**src/rtl/button_gesture_detector_macros.svh**
```systemverilog
// Assertion helpers shared by the button gesture detector.
`ifndef BUTTON_GESTURE_DETECTOR_MACROS_SVH
`define BUTTON_GESTURE_DETECTOR_MACROS_SVH

// Checked on every rising edge of clk, skipped while rst is high.
`define BGD_ASSERT(label, prop, msg) \
  label: assert property (@(posedge clk) disable iff (rst) (prop)) else $error(msg);

// Checked on every rising edge of clk, including the reset cycles.
`define BGD_ASSERT_ALWAYS(label, prop, msg) \
  label: assert property (@(posedge clk) (prop)) else $error(msg);

`endif

```
**src/rtl/bgd_pkg.sv**
```systemverilog
package bgd_pkg;

  // One-hot gesture states.
  typedef enum logic [6:0] {
    ST_IDLE     = 7'b0000001,
    ST_ARMED    = 7'b0000010,
    ST_DETECTED = 7'b0000100,
    ST_PRESSED  = 7'b0001000,
    ST_LONG     = 7'b0010000,
    ST_RELEASE  = 7'b0100000,
    ST_CLICK    = 7'b1000000
  } gesture_state_t;

  typedef enum logic [2:0] {
    EV_NONE   = 3'd0,
    EV_DOWN   = 3'd1,
    EV_UP     = 3'd2,
    EV_LONG   = 3'd3,
    EV_DOUBLE = 3'd4
  } event_t;

  localparam int unsigned LimitWidth = 16;

  // Register indexes on the configuration port.
  localparam logic REG_LONG_PUSH    = 1'b0;
  localparam logic REG_DOUBLE_CLICK = 1'b1;

  localparam logic [LimitWidth-1:0] LongPushReset    = 16'd100;
  localparam logic [LimitWidth-1:0] DoubleClickReset = 16'd25;

  typedef struct packed {
    logic [LimitWidth-1:0] long_push_ticks;
    logic [LimitWidth-1:0] double_click_ticks;
  } limits_t;

endpackage

```
**src/rtl/bgd_fsm.sv**
```systemverilog
module bgd_fsm
  import bgd_pkg::*;
#(
  parameter int unsigned COUNT_WIDTH = 16
) (
  input  logic    clk,
  input  logic    rst,
  input  logic    step,
  input  logic    pin_level,
  input  limits_t limits,
  output event_t  ev
);

  localparam int unsigned CmpWidth = (COUNT_WIDTH > LimitWidth) ? COUNT_WIDTH : LimitWidth;

  gesture_state_t         state, state_next;
  logic [COUNT_WIDTH-1:0] hold_count, hold_count_next;
  logic [COUNT_WIDTH-1:0] gap_count, gap_count_next;
  logic [COUNT_WIDTH-1:0] hold_inc, gap_inc;
  logic                   hold_hit, gap_hit;
  logic                   released;

  assign released = pin_level;
  assign hold_inc = hold_count + 1'b1;
  assign gap_inc  = gap_count + 1'b1;
  assign hold_hit = CmpWidth'(hold_inc) >= CmpWidth'(limits.long_push_ticks);
  assign gap_hit  = CmpWidth'(gap_inc) >= CmpWidth'(limits.double_click_ticks);

  always_comb begin
    state_next      = state;
    hold_count_next = hold_count;
    gap_count_next  = gap_count;
    ev              = EV_NONE;
    case (state)
      ST_ARMED: begin
        state_next = released ? ST_IDLE : ST_DETECTED;
      end
      ST_DETECTED: begin
        if (released) begin
          state_next = ST_ARMED;
        end else begin
          state_next = ST_PRESSED;
          ev         = EV_DOWN;
        end
      end
      ST_PRESSED: begin
        if (released) begin
          state_next      = ST_RELEASE;
          hold_count_next = '0;
        end else if (hold_hit) begin
          state_next      = ST_LONG;
          hold_count_next = '0;
        end else begin
          hold_count_next = hold_inc;
        end
      end
      ST_LONG: begin
        if (released) begin
          state_next = ST_RELEASE;
        end else begin
          state_next = ST_IDLE;
          ev         = EV_LONG;
        end
      end
      ST_RELEASE: begin
        if (released) begin
          state_next = ST_CLICK;
          ev         = EV_UP;
        end else begin
          state_next = ST_PRESSED;
        end
      end
      ST_CLICK: begin
        if (!released) begin
          state_next     = ST_IDLE;
          gap_count_next = '0;
          ev             = EV_DOUBLE;
        end else if (gap_hit) begin
          state_next     = ST_IDLE;
          gap_count_next = '0;
        end else begin
          gap_count_next = gap_inc;
        end
      end
      default: begin
        state_next = released ? ST_IDLE : ST_ARMED;
      end
    endcase
  end

  always_ff @(posedge clk) begin
    if (rst) begin
      state      <= ST_IDLE;
      hold_count <= '0;
      gap_count  <= '0;
    end else if (step) begin
      state      <= state_next;
      hold_count <= hold_count_next;
      gap_count  <= gap_count_next;
    end
  end

endmodule

```
**src/rtl/button_gesture_detector.sv**
```systemverilog
// Output path: the event of an accepted request is registered into the output
// register, or into the skid register if the consumer stalls, and is shown on
// event_code with out_valid high. Throughput: one request per cycle while events
// are taken; the two-entry output stage (output register plus skid register) keeps in_ready high as a stall begins.
// Reset (rst, synchronous, active high): gesture state idle, both counters zero,
// limits back to 100 and 25 ticks, output stage empty.
module button_gesture_detector
  import bgd_pkg::*;
#(
  parameter int unsigned COUNT_WIDTH = 16
) (
  input  logic        clk,
  input  logic        rst,
  // Pin sample channel.
  input  logic        in_valid,
  output logic        in_ready,
  input  logic        pin_level,
  // Event channel.
  output logic        out_valid,
  input  logic        out_ready,
  output logic [2:0]  event_code,
  // Configuration port.
  input  logic        psel,
  input  logic        penable,
  input  logic        pwrite,
  input  logic [2:0]  paddr,
  input  logic [31:0] pwdata,
  output logic [31:0] prdata,
  output logic        pready
);

  `include "button_gesture_detector_macros.svh"

  // ---------------------------------------------------------------------------
  // Configuration registers. Each register sits at byte address 4*index, so
  // bit 2 of paddr selects it and the low two bits are ignored. Only the low
  // 16 bits of pwdata are kept.
  // ---------------------------------------------------------------------------
  limits_t limits;
  logic    cfg_write;
  logic    reg_sel;

  assign pready    = 1'b1;
  assign reg_sel   = paddr[2];
  assign cfg_write = psel && penable && pwrite && pready;

  always_ff @(posedge clk) begin
    if (rst) begin
      limits.long_push_ticks    <= LongPushReset;
      limits.double_click_ticks <= DoubleClickReset;
    end else if (cfg_write) begin
      case (reg_sel)
        REG_LONG_PUSH:    limits.long_push_ticks    <= pwdata[LimitWidth-1:0];
        REG_DOUBLE_CLICK: limits.double_click_ticks <= pwdata[LimitWidth-1:0];
        default: ;
      endcase
    end
  end

  always_comb begin
    case (reg_sel)
      REG_LONG_PUSH:    prdata = 32'(limits.long_push_ticks);
      REG_DOUBLE_CLICK: prdata = 32'(limits.double_click_ticks);
      default:          prdata = '0;
    endcase
  end

  // ---------------------------------------------------------------------------
  // Gesture machine. Its state and counters advance only when a request is
  // accepted; the event for that request is formed combinationally and lands
  // in the output stage at the same edge.
  // ---------------------------------------------------------------------------
  logic   in_accept;
  event_t step_event;

  assign in_accept = in_valid && in_ready;

  bgd_fsm #(
    .COUNT_WIDTH(COUNT_WIDTH)
  ) u_fsm (
    .clk      (clk),
    .rst      (rst),
    .step     (in_accept),
    .pin_level(pin_level),
    .limits   (limits),
    .ev       (step_event)
  );

  // ---------------------------------------------------------------------------
  // Output stage. The output register holds the event on offer; the skid
  // register catches one more event while the consumer stalls, so the input
  // side can still take a request in the cycle the stall begins. in_ready
  // drops only once the skid register is full.
  // ---------------------------------------------------------------------------
  event_t out_event, skid_event;
  logic   skid_valid;
  logic   out_take;

  assign out_take   = out_valid && out_ready;
  assign in_ready   = !skid_valid;
  assign event_code = out_event;

  always_ff @(posedge clk) begin
    if (rst) begin
      out_valid  <= 1'b0;
      skid_valid <= 1'b0;
    end else if (skid_valid) begin
      // No new request can arrive; drain the skid register when taken.
      if (out_take) begin
        skid_valid <= 1'b0;
      end
    end else if (in_accept) begin
      if (!out_valid || out_take) begin
        out_valid <= 1'b1;
      end else begin
        skid_valid <= 1'b1;
      end
    end else if (out_take) begin
      out_valid <= 1'b0;
    end
  end

  // Payload registers carry no reset.
  always_ff @(posedge clk) begin
    if (skid_valid) begin
      if (out_take) begin
        out_event <= skid_event;
      end
    end else if (in_accept) begin
      if (!out_valid || out_take) begin
        out_event <= step_event;
      end else begin
        skid_event <= step_event;
      end
    end
  end

  // ---------------------------------------------------------------------------
  // Checks.
  // ---------------------------------------------------------------------------
  // The skid register fills only behind a full output register.
  `BGD_ASSERT(a_skid_behind_out, skid_valid |-> out_valid, "skid entry without output entry")
  // A request accepted while the consumer stalls must park in the skid register.
  `BGD_ASSERT(a_stall_parks, (in_accept && out_valid && !out_ready) |=> skid_valid, "stalled event lost")
  // Reset empties the output stage.
  `BGD_ASSERT_ALWAYS(a_reset_empty, rst |=> (!out_valid && !skid_valid), "output stage not empty after reset")

endmodule
```
**config.mk**
```make
export PLATFORM = sky130hd
export DESIGN_NAME = button_gesture_detector
export DESIGN_NICKNAME = d
export VERILOG_FILES = /design/src/rtl/bgd_pkg.sv /design/src/rtl/bgd_fsm.sv /design/src/rtl/button_gesture_detector.sv
export VERILOG_INCLUDE_DIRS = /design/src /design/src/rtl
export SDC_FILE = /design/constraint.sdc
export NUM_CORES = 1
export LEC_CHECK = 0
export ABC_AREA = 1
export ABC_CLOCK_PERIOD_IN_PS = 3450
export BUFFER_PORTS_ARGS = -buffer_cell sky130_fd_sc_hd__buf_2
export CORE_UTILIZATION = 57
export CTS_CLUSTER_SIZE = 25
export DETAILED_ROUTE_END_ITERATION = 12
export PLACE_DENSITY = 0.81
export SYNTH_ARGS = -nofsm -noshare
export SYNTH_HDL_FRONTEND = slang
export SYNTH_SLANG_ARGS = --single-unit
```
**constraint.sdc**
```tcl
create_clock -name clk -period 3.45 [get_ports clk]
set_clock_uncertainty 0.05 [all_clocks]
set_input_delay 0.69 -clock clk [delete_from_list [all_inputs] [get_ports clk]]
set_output_delay 0.69 -clock clk [all_outputs]
set_load 0.01 [all_outputs]
```
# After elaboration in Yosys (flattened, before gate mapping)
# Index checks and enable logic that the tools add are counted.
# op_classes
addsub,2
n_mul,0
div,0
n_lt_le_gt_ge,2
eq_ne,10
n_shift,0
muxes,31
bitwise,3
reduce_logical,18
# op_table
op,count
16-bit two-way mux,4
32-bit case mux with 2 select lines,1
7-bit case mux with 6 select lines,1
7-bit two-way mux,5
"16-bit by 1-bit adder with 16-bit output, second input constant",2
16-bit >= comparator,2
3-bit two-way mux,6
3-bit case mux with 4 select lines,1
3-bit AND reduction,4
1-bit two-way mux,8
2-bit AND reduction,4
"7-bit by 2-bit equality test with 1-bit output, second input constant",1
"7-bit by 3-bit equality test with 1-bit output, second input constant",1
"7-bit by 4-bit equality test with 1-bit output, second input constant",1
"7-bit by 5-bit equality test with 1-bit output, second input constant",1
"7-bit by 6-bit equality test with 1-bit output, second input constant",1
"7-bit equality test, second input constant",1
2-bit two-way mux,3
6-bit two-way mux,1
"3-bit by 2-bit != test with 1-bit output, second input constant",2
2-bit nonzero test,3
1-bit logical AND,4
4-bit two-way mux,1
"2-bit by 1-bit != test with 1-bit output, second input constant",2
other kinds (3),6
# totals
regBits,79
latchBits,0
ramBits,0
rom_bits,0
in_bits,43
output_inout_bits,38
elab_cells,75
n_memories,0

# Longest topological paths before layout
# Gate-level depths: netlist (run 1).
# logic_depth
ltp_word,5
ltp_mapped,19
ltp_nobuf,19

# Modules after synthesis
# From an unflattened synthesis (run 1), not the netlist that was laid out.
# hier_totals
hier_cells,783
hier_area_um2,5183.7
# modules_own_cells
module,n_inst,cells_each,area_per_inst_um2
bgd_fsm,1,492,3228.1
button_gesture_detector,1,291,1955.6

# Worst setup path after synthesis (run 1)
# OpenSTA, ideal clock, no wires.
# synth_timing
kind,register to register
from,register u_fsm.gap_count[2]
to,register u_fsm.gap_count[15]
setup_ns,0.069
arrival_ns,2.323
required_time_ns,3.331
setup_slack_ns,1.008
path_stages_with_launch,19
n_path_buf,1
synth_period_minus_slack_ns,2.442
cell_sequence,dfxtp_1 nand2_1 nor2_1 nand3_1 nor2_1 xor2_1 ha_1 nand2_1 nand2_1 nand2_1 nand2_1 nand2_1 nand2_1 nor2_2 nand2_4 nor2_8 buf_12 nand2_2 a21oi_2
# synth_between
elab_chain_len,4
# synth_lines
item,line_no,text
from (decl),bgd_fsm.sv:18,"logic [COUNT_WIDTH-1:0] gap_count, gap_count_next;"
from (signal assigned),bgd_fsm.sv:99,gap_count <= gap_count_next;
16-bit by 1-bit adder with 16-bit output *,bgd_fsm.sv:25,assign gap_inc = gap_count + 1'b1;
16-bit >= comparator,bgd_fsm.sv:27,assign gap_hit = CmpWidth'(gap_inc) >= CmpWidth'(limits.double_click_ticks);
16-bit two-way mux *,bgd_fsm.sv:78,end else if (gap_hit) begin
16-bit two-way mux *,bgd_fsm.sv:74,if (!released) begin
# Every way passes the cells marked *; elsewhere a longest branch is shown, timed or not.
# A chain may end at the register's enable or synchronous reset.

# Worst setup path after layout (run 1)
# layout_timing
from,register u_fsm.hold_count[0]
to,register u_fsm.hold_count[14]
# layout_between
elab_chain_len,4
# layout_lines
item,line_no,text
from (decl),bgd_fsm.sv:17,"logic [COUNT_WIDTH-1:0] hold_count, hold_count_next;"
from (signal assigned),bgd_fsm.sv:98,hold_count <= hold_count_next;
16-bit by 1-bit adder with 16-bit output *,bgd_fsm.sv:24,assign hold_inc = hold_count + 1'b1;
16-bit >= comparator,bgd_fsm.sv:26,assign hold_hit = CmpWidth'(hold_inc) >= CmpWidth'(limits.long_push_ticks);
16-bit two-way mux *,bgd_fsm.sv:50,end else if (hold_hit) begin
16-bit two-way mux *,bgd_fsm.sv:47,if (released) begin
# Marked as above.

==> summary.md, run 1 <==
| Metric | Value |
|---|---|
| Run status | `complete, no violations` |
| Share of cells above drive strength 1 | `16.3%` |
| Final antenna diode count | `0` |
| Die ar. | `9040 um^2` |
| RSZ-0062 raised after global routing | `false` |
| Root Driver | `clkbuf_8` |
| Vias per cell | `5.33` |
| Yosys top cell area share | `29.6%` |
| Worst setup SP type | `register` |
| Gr usage total | `26.3%` |
| Die W | `95.1 um` |
| Hold Buf Count CTS | `0` |
| Most frequent cells in the layout | `nand2_1, inv_1, dfxtp_1, a21oi_1, o21ai_0` |
| CTS tree | `yes` |
| Cell mode on critical path | `nand2_1` |
| Antenna Nets Post-Route | `0` |
| Async set-reset flop share out of synthesis | `0%` |
| Setup TNS Final | `0 ns` |
| Post-CTS Resized | `0` |
| Vert. Die Dim | `95.1 um` |
| I/O pin count | `81` |
| CTS Sinks | `79` |
| Arrival time at the worst endpoint | `3.19 ns` |
| Pleak | `2.38 nW` |
| Actual slew at the worst max-slew pin | `0.928 ns` |
| Htree depth | `3` |
| Routed WL | `11200 um` |
| Area growth syn-to-layout | `7.70%` |
| Final weighted congestion in routability-driven placement | `0.899` |
| Critical Path RT | `3.68 ns` |
| Placed cells | `826` |
| Main synth FF type | `dfxtp_1` |
| Post-synthesis sequential area ratio | `33.2%` |
| Vias | `4487` |
| Post-CTS setup buffer count | `0` |
| DR pass1 iterations | `8` |
| YS warnings | `0` |
| Cell Area, Placed | `5120 um^2` |
| Starting DRT DRC Count | `285` |
| Fin. max-slew vios | `0` |
| Initial Util | `59.5%` |
| Initial antenna violation count | `0` |
| Worst skew pair latency | `0.36 ns` |
| Max Cap Violations | `0` |
| NumNets Final | `809` |
| Number of enable flip-flop cells after synthesis | `6` |
| Post-DP HPWL | `8350 um` |
| FF/Latch Area | `1640 um^2` |
| Max frequency | `338 MHz` |
| Buf/Inv on CP | `2` |
| CTS Buffer Depth | `2` |
| Largest net degree at the start of global routing | `38` |
| Global-route wire length before repair | `18500 um` |
| PD cells | `350 nW/um^2` |
| Final std cells w/o fill | `842` |
| Type of the most critical hold path | `register to register` |
| Synthesized area per cell | `7.09 um^2` |
| # port buffers | `45` |
| Clk pin slew, worst setup/hold paths | `0.08 ns` |
| CP top delay family | `simple AND/OR/NAND/NOR gates` |
| Post-synthesis cell type count | `32` |
| Total gr overflow | `0` |
| Post-route cell area | `5320 um^2` |
| CTS Buf Count | `9` |
| Yosys reg bits | `79` |
| Fin crit share | `85.7%` |
| Ranking of synthesized cells by area | `dfxtp_1, nand2_1, ha_1, inv_1, a21oi_1` |
| Syn Inst Count | `697` |
| Area of the multi-input gates | `2750 um^2` |
| Row cnt | `33` |
| Setup crit end kind | `register` |
| Final-report hold violation count | `0` |
| # fillers | `749` |
| Final setup fails | `0` |
| Slowest cell on the critical path | `dfxtp_1` |
| Cell Area, Synth | `4940 um^2` |
| Vias in the first global route | `4270` |
| Max VDD drop | `205 uV` |
| Wire length per cell | `13.4 um` |
| Slowest stage delay, CP | `0.42 ns` |
| Crit-path max FO | `15` |
| Commonest non-fill, non-tap cell in the layout | `nand2_1` |
| Core area | `8300 um^2` |
| Kind of critical path | `register to register` |
| Relative slew slack | `37.7%` |
| Dominant cell type by area after synthesis | `dfxtp_1` |
| Crit path time final | `2.96 ns` |
| Cell Chain, Critical Path | `ha_1, nand3_1, nor2_1, nand2_1, nor2_1, xor2_1, ha_1, nand4_1, inv_1, nand2_1, nand2_1, nor2_2, nand3_1, inv_2, nand2_1, a21oi_1` |
| Residual DRC count | `0` |
==> synthesized netlist by cell type, types with 3 or more instances <==
cell type / n
a21oi_1: 56
a21oi_2: 19
buf_2: 3
buf_4: 18
clkbuf_1: 14
dfxtp_1: 73
edfxtp_1: 6
ha_1: 34
inv_1: 89
inv_2: 5
nand2_1: 165
nand2_2: 23
nand3_1: 22
nand3_2: 3
nand4_1: 14
nor2_1: 46
nor2_2: 4
nor3_1: 7
o21ai_0: 54
xnor2_1: 9
xor2_1: 19
==> metal layers <==
layer  track usage, %  wire length (um)  share of wire, %
met2             46.4              5710                51
met5                0                 0                 0
met4             12.6               303               2.7
met3             5.98               567               5.0
met1             29.8              4660                41
==> final timing paths <==
check | startpoint | to | slack (ns) | cells after the start
max | u_fsm.hold_count[0]$_SDFFE_PP0P_ | u_fsm.hold_count[14]$_SDFFE_PP0P_ | 0.49 | 16
min | u_fsm.hold_count[15]$_SDFFE_PP0P_ | u_fsm.hold_count[15]$_SDFFE_PP0P_ | 0.43 | 2
max reg2reg | u_fsm.hold_count[0]$_SDFFE_PP0P_ | u_fsm.hold_count[14]$_SDFFE_PP0P_ | 0.49 | 16
min reg2reg | u_fsm.hold_count[15]$_SDFFE_PP0P_ | u_fsm.hold_count[15]$_SDFFE_PP0P_ | 0.43 | 2
==> tightest hold or removal path, delay by kind of cell, from the launching register on <==
family	cells	cell delay, ns
simple gates	1	0.06
flops	1	0.32
compound gates	1	0.05
==> per-stage QoR <==
stage / total power [mW] / setup slack, ns / hold slack, ns / util [%]
after floorplan: 1.13 / 1.01 / 0.400 / -
after global placement: 1.17 / 0.647 / 0.415 / 61.7
after detailed placement: 1.18 / 0.558 / 0.424 / 61.7
after CTS: 1.87 / 0.506 / 0.435 / 64.1
after global routing: 1.93 / 0.244 / 0.446 / 64.1
final: 1.86 / 0.493 / 0.435 / 64.1
==> sequential cells by signal, summed over array words and instances (netlist names) <==
signal	flops
u_fsm.hold_count	16
skid_valid	1
u_fsm.state	7
event_code	3
skid_event	3
out_valid	1
limits	32
u_fsm.gap_count	16
==> kinds of logic (layout without fill, tap and decap cells) <==
group / after synthesis / count (layout) / share of synthesized area (%)
xor+xnor: 28 / 28 / 4.96
fa+ha+maj: 34 / 34 / 8.61
flops: 79 / 79 / 33.2
compound gates: 131 / 131 / 14.8
other cells: 2 / 17 / 0.152
buf+inv: 133 / 158 / 12.2
simple gates: 290 / 290 / 26.1
==> power by group <==
| group | switching (mW) | internal, mW |
|---|---|---|
| registers | 0.0130 | 0.946 |
| logic | 0.135 | 0.0620 |
| clock network | 0.353 | 0.354 |
==> layout make-up <==
type	count	area share, %
multi-input cells	500	51.8
flip-flops and latches	79	30.8
inverters	95	6.70
repair buffers	47	4.51
clock buffers	11	2.66
well taps	105	2.47
clock inverters	5	1.06
Power figures use the tool's default switching activity.
==> inputs of run 2 (changes only) <==
ABC_AREA = unset   (was 1)
==> run 2 against run 1 <==
  * Final cell count is 7.7% lower
  * Synthesized cell count down 9.5%
  * Critical path type unchanged
  * First-iteration DRC count is 45% higher
  * Critical path depth fell by 4
  * Maximum frequency shrank 11%
  * Highest routed layer unchanged
  * Largest power group unchanged
==> summary.md, run 2 <==
| Metric | Value |
|---|---|
| Mux contribution to synthesized area | `1.09% (+1.1 points)` |
| Final weighted congestion in routability-driven placement | `0.850 (-5.5%)` |
| Relative slew slack | `23.9% (-14 points)` |
| Commonest non-fill, non-tap cell in the layout | `nand2_1` |
| Async set-reset flop share out of synthesis | `0% (unchanged)` |
| Cell Area, Placed | `5150 um^2 (+0.49%)` |
| Hold Buf Count CTS | `0 (unchanged)` |
| Dominant cell type by area after synthesis | `dfxtp_1` |
| Post-route cell area | `5420 um^2 (+1.9%)` |
| Total gr overflow | `0 (unchanged)` |
| CTS Buffer Depth | `2 (unchanged)` |
| DR pass1 iterations | `5 (-3)` |
| Post-DP HPWL | `8390 um (+0.54%)` |
| # port buffers | `45 (unchanged)` |
| Crit-path max FO | `4 (-11)` |
| Switching Share | `28.1% (+1.2 points)` |
| Number of enable flip-flop cells after synthesis | `6 (unchanged)` |
| NumNets Final | `744 (-8.0%)` |
| Sequential share of power | `54.1% (+2.6 points)` |
| Final setup fails | `0 (unchanged)` |
| Largest register FFs | `32 (unchanged)` |
| Vert. Die Dim | `95.1 um (about the same)` |
| Yosys top cell area share | `29.6% (+0.030 points)` |
| Setup crit end kind | `register` |
| PD cells | `323 nW/um^2 (-7.7%)` |
| Run status | `complete, no violations` |
| Kind of critical path | `register to register` |
| Max Cap Violations | `0 (unchanged)` |
| Ranking of synthesized cells by area | `dfxtp_1, ha_1, nand2_1, a21oi_1, edfxtp_1` |
| Syn Inst Count | `631 (-9.5%)` |
| Initial Util | `59.5% (-0.060 points)` |
| Worst skew pair latency | `0.36 ns (about the same)` |
| CTS Sinks | `79 (unchanged)` |
| I/O pin count | `81 (unchanged)` |
| Gr usage total | `27.2% (+0.83 points)` |
| Commonest cells in the netlist | `nand2_1, dfxtp_1, a21oi_1` |
| Largest family of logic cells by synthesized area | `simple AND/OR/NAND/NOR gates` |
| Synth Area in Compound Gates | `18.5% (+3.7 points)` |
| Psw | `492 uW (-1.8%)` |
| Int Pwr | `1.26 mW (-7.4%)` |
| Vias in the first global route | `3994 (-6.5%)` |
| Vias per cell | `5.87 (+10%)` |
| Area growth syn-to-layout | `9.89%` |
| Root Driver | `clkbuf_8` |
| CTS tree | `yes` |
| Largest registers | `limits: 32 flops, u_fsm.gap_count: 16 flops, u_fsm.hold_count: 16 flops` |
| Post-synthesis sequential area ratio | `33.3% (+0.034 points)` |
| RSZ-0062 raised after global routing | `true` |
| Clk pin slew, worst setup/hold paths | `0.08 ns (about the same)` |
| Max frequency | `301 MHz (-11%)` |
| Share of cells above drive strength 1 | `17.1% (+0.83 points)` |
| Cell Area, Synth | `4940 um^2 (-0.10%)` |
| Wire length per cell | `15.1 um (+13%)` |
| Placed cells | `759 (-8.1%)` |
| Hold Slack | `0.411 ns (-0.0240 ns)` |
| Total power | `1.75 mW (-5.9%)` |
| Utilization after layout | `65.4% (+1.2 points)` |
| Dpl ws | `0.0103 ns (-0.547 ns)` |
| Initial antenna violation count | `0 (unchanged)` |
| Fin. max-slew vios | `0 (unchanged)` |
| Arrival time at the worst endpoint | `3.55 ns (+0.36 ns)` |
| Worst setup SP type | `register` |
| Antenna Nets Post-Route | `0 (unchanged)` |
| Synth Area in Adders | `8.62% (+0.0087 points)` |
| Starting DRT DRC Count | `413 (+45%)` |
| Crit path time final | `3.32 ns (+0.361 ns)` |
| Power share of the clock group | `36.8% (-1.1 points)` |
| Post-synthesis cell type count | `58 (+81%)` |
| Yosys reg bits | `79 (unchanged)` |
| Most frequent cells in the layout | `nand2_1, dfxtp_1, a21oi_1, buf_2, nor2_1` |
| Vias | `4561 (+1.6%)` |
| Residual DRC count | `0 (unchanged)` |
| Core area | `8300 um^2 (unchanged)` |
| Synthesized area per cell | `7.82 um^2 (+10%)` |
| Row cnt | `33 (unchanged)` |
| Main synth FF type | `dfxtp_1` |
| Top-count cell post-synth | `nand2_1` |
| Synth Area in Simple Gates | `24.6% (-1.5 points)` |
| Final-report hold violation count | `0 (unchanged)` |
| CTS Buf Count | `9 (unchanged)` |
| Final std cells w/o fill | `777 (-7.7%)` |
| Comb power frac | `9.1% (-1.5 points)` |
| Setup TNS Final | `0 ns (unchanged)` |
| Final worst slack | `0.132 ns (-0.361 ns)` |
| Max VDD drop | `215 uV (+4.9%)` |
| Die ar. | `9040 um^2 (-0.11%)` |
| Largest net degree at the start of global routing | `60 (+58%)` |
| Fin crit share | `96.2% (+10 points)` |
| YS warnings | `0 (unchanged)` |
| Type of the most critical hold path | `register to register` |
| Routed WL | `11700 um (+4.3%)` |
| Critical Path RT | `3.68 ns (about the same)` |
| Die W | `95.1 um (about the same)` |
| Global-route wire length before repair | `19000 um (+2.6%)` |
| Actual slew at the worst max-slew pin | `1.14 ns (+0.214 ns)` |
| Largest Register | `limits` |
| Htree depth | `3 (unchanged)` |
| XOR/XNOR share of the synthesized area | `4.79% (-0.17 points)` |
| Pleak | `2.23 nW (-6.6%)` |
| Final antenna diode count | `0 (unchanged)` |
-- run 2: cell count changes in the layout (fill, tap and decap cells not counted), sizes merged, moves of 9 or more --
cell,before,now
nand2,189,112
inv,95,38
o21ai,54,36
a21oi,75,59
nor2,52,38
buf,47,60
a22oi,0,9
-- run 2: area by class of cell --
class,count,area [um^2]
Sequential cell,79,1650
Multi-Input combinational cell,481,2980
Timing Repair Buffer,60,350
Inverter,36,135
Fill cell,691,2880
Clock inverter,7,57.6
Clock buffer,9,124
Tap cell,105,131
-- run 2: repair_timing --
| item | CTS | global route |
|---|---|---|
| pin swaps | 1 | 2 |
| endpoints found under the setup margin | 2 | 22 |
| buffers inserted | 0 | 2 |
| resized for setup | 8 | 14 |
-- run 2: layer usage --
metal	GRT usage (%)	vias up	routed length (um)
met5	0	-	0
met4	6.69	0	175
met3	5.90	20	739
met2	45.4	175	5690
met1	35.6	2133	5120
li1	-	2233	-
-- run 2: path summary, 6_finish.rpt --
path | from | endpoint | slack [ns] | cells after the start
min | limits[27]$_SDFFE_PP0P_ | limits[27]$_SDFFE_PP0P_ | 0.41 | 2
max reg2reg | u_fsm.hold_count[4]$_SDFFE_PP0P_ | u_fsm.state[0]$_SDFFE_PP1P_ | 0.13 | 12
max | u_fsm.hold_count[4]$_SDFFE_PP0P_ | u_fsm.state[0]$_SDFFE_PP1P_ | 0.13 | 12
min reg2reg | limits[27]$_SDFFE_PP0P_ | limits[27]$_SDFFE_PP0P_ | 0.41 | 2
-- run 2: power groups by stage --
| stage | clock network, mW | logic (mW) | registers [mW] |
|---|---|---|---|
| 2_1_floorplan | 0 | 0.113 | 0.969 |
| 3_3_place_gp | 0 | 0.150 | 0.969 |
| 3_5_place_dp | 0 | 0.155 | 0.970 |
| 4_1_cts | 0.652 | 0.157 | 0.949 |
| 5_1_grt | 0.690 | 0.178 | 0.952 |
| 6_report | 0.645 | 0.160 | 0.949 |
-- run 2: kinds of logic (layout without fill, tap and decap cells) --
| kind of cell | after synthesis | count (layout) |
|---|---|---|
| adders and majority gates | 34 | 34 |
| DFF | 79 | 79 |
| AOI/OAI and AO/OA | 148 | 148 |
| buffers and inverters | 86 | 112 |
| muxes | 5 | 5 |
| other | 2 | 17 |
| and+or+nand+nor | 250 | 250 |
| xor gates and xnor gates | 27 | 27 |
-- run 2: worst max-delay path: stages (launching register included) --
cell and delay (ns):
dfxtp_2 0.36, and3_1 0.21, and3_4 0.21, nand4_1 0.14, and2_1 0.20, or2_2 0.30
ha_1 0.31, a21oi_1 0.17, o21ai_0 0.16, a2111o_1 0.51, o21a_1 0.23, nand2_1 0.18
mux2i_1 0.22
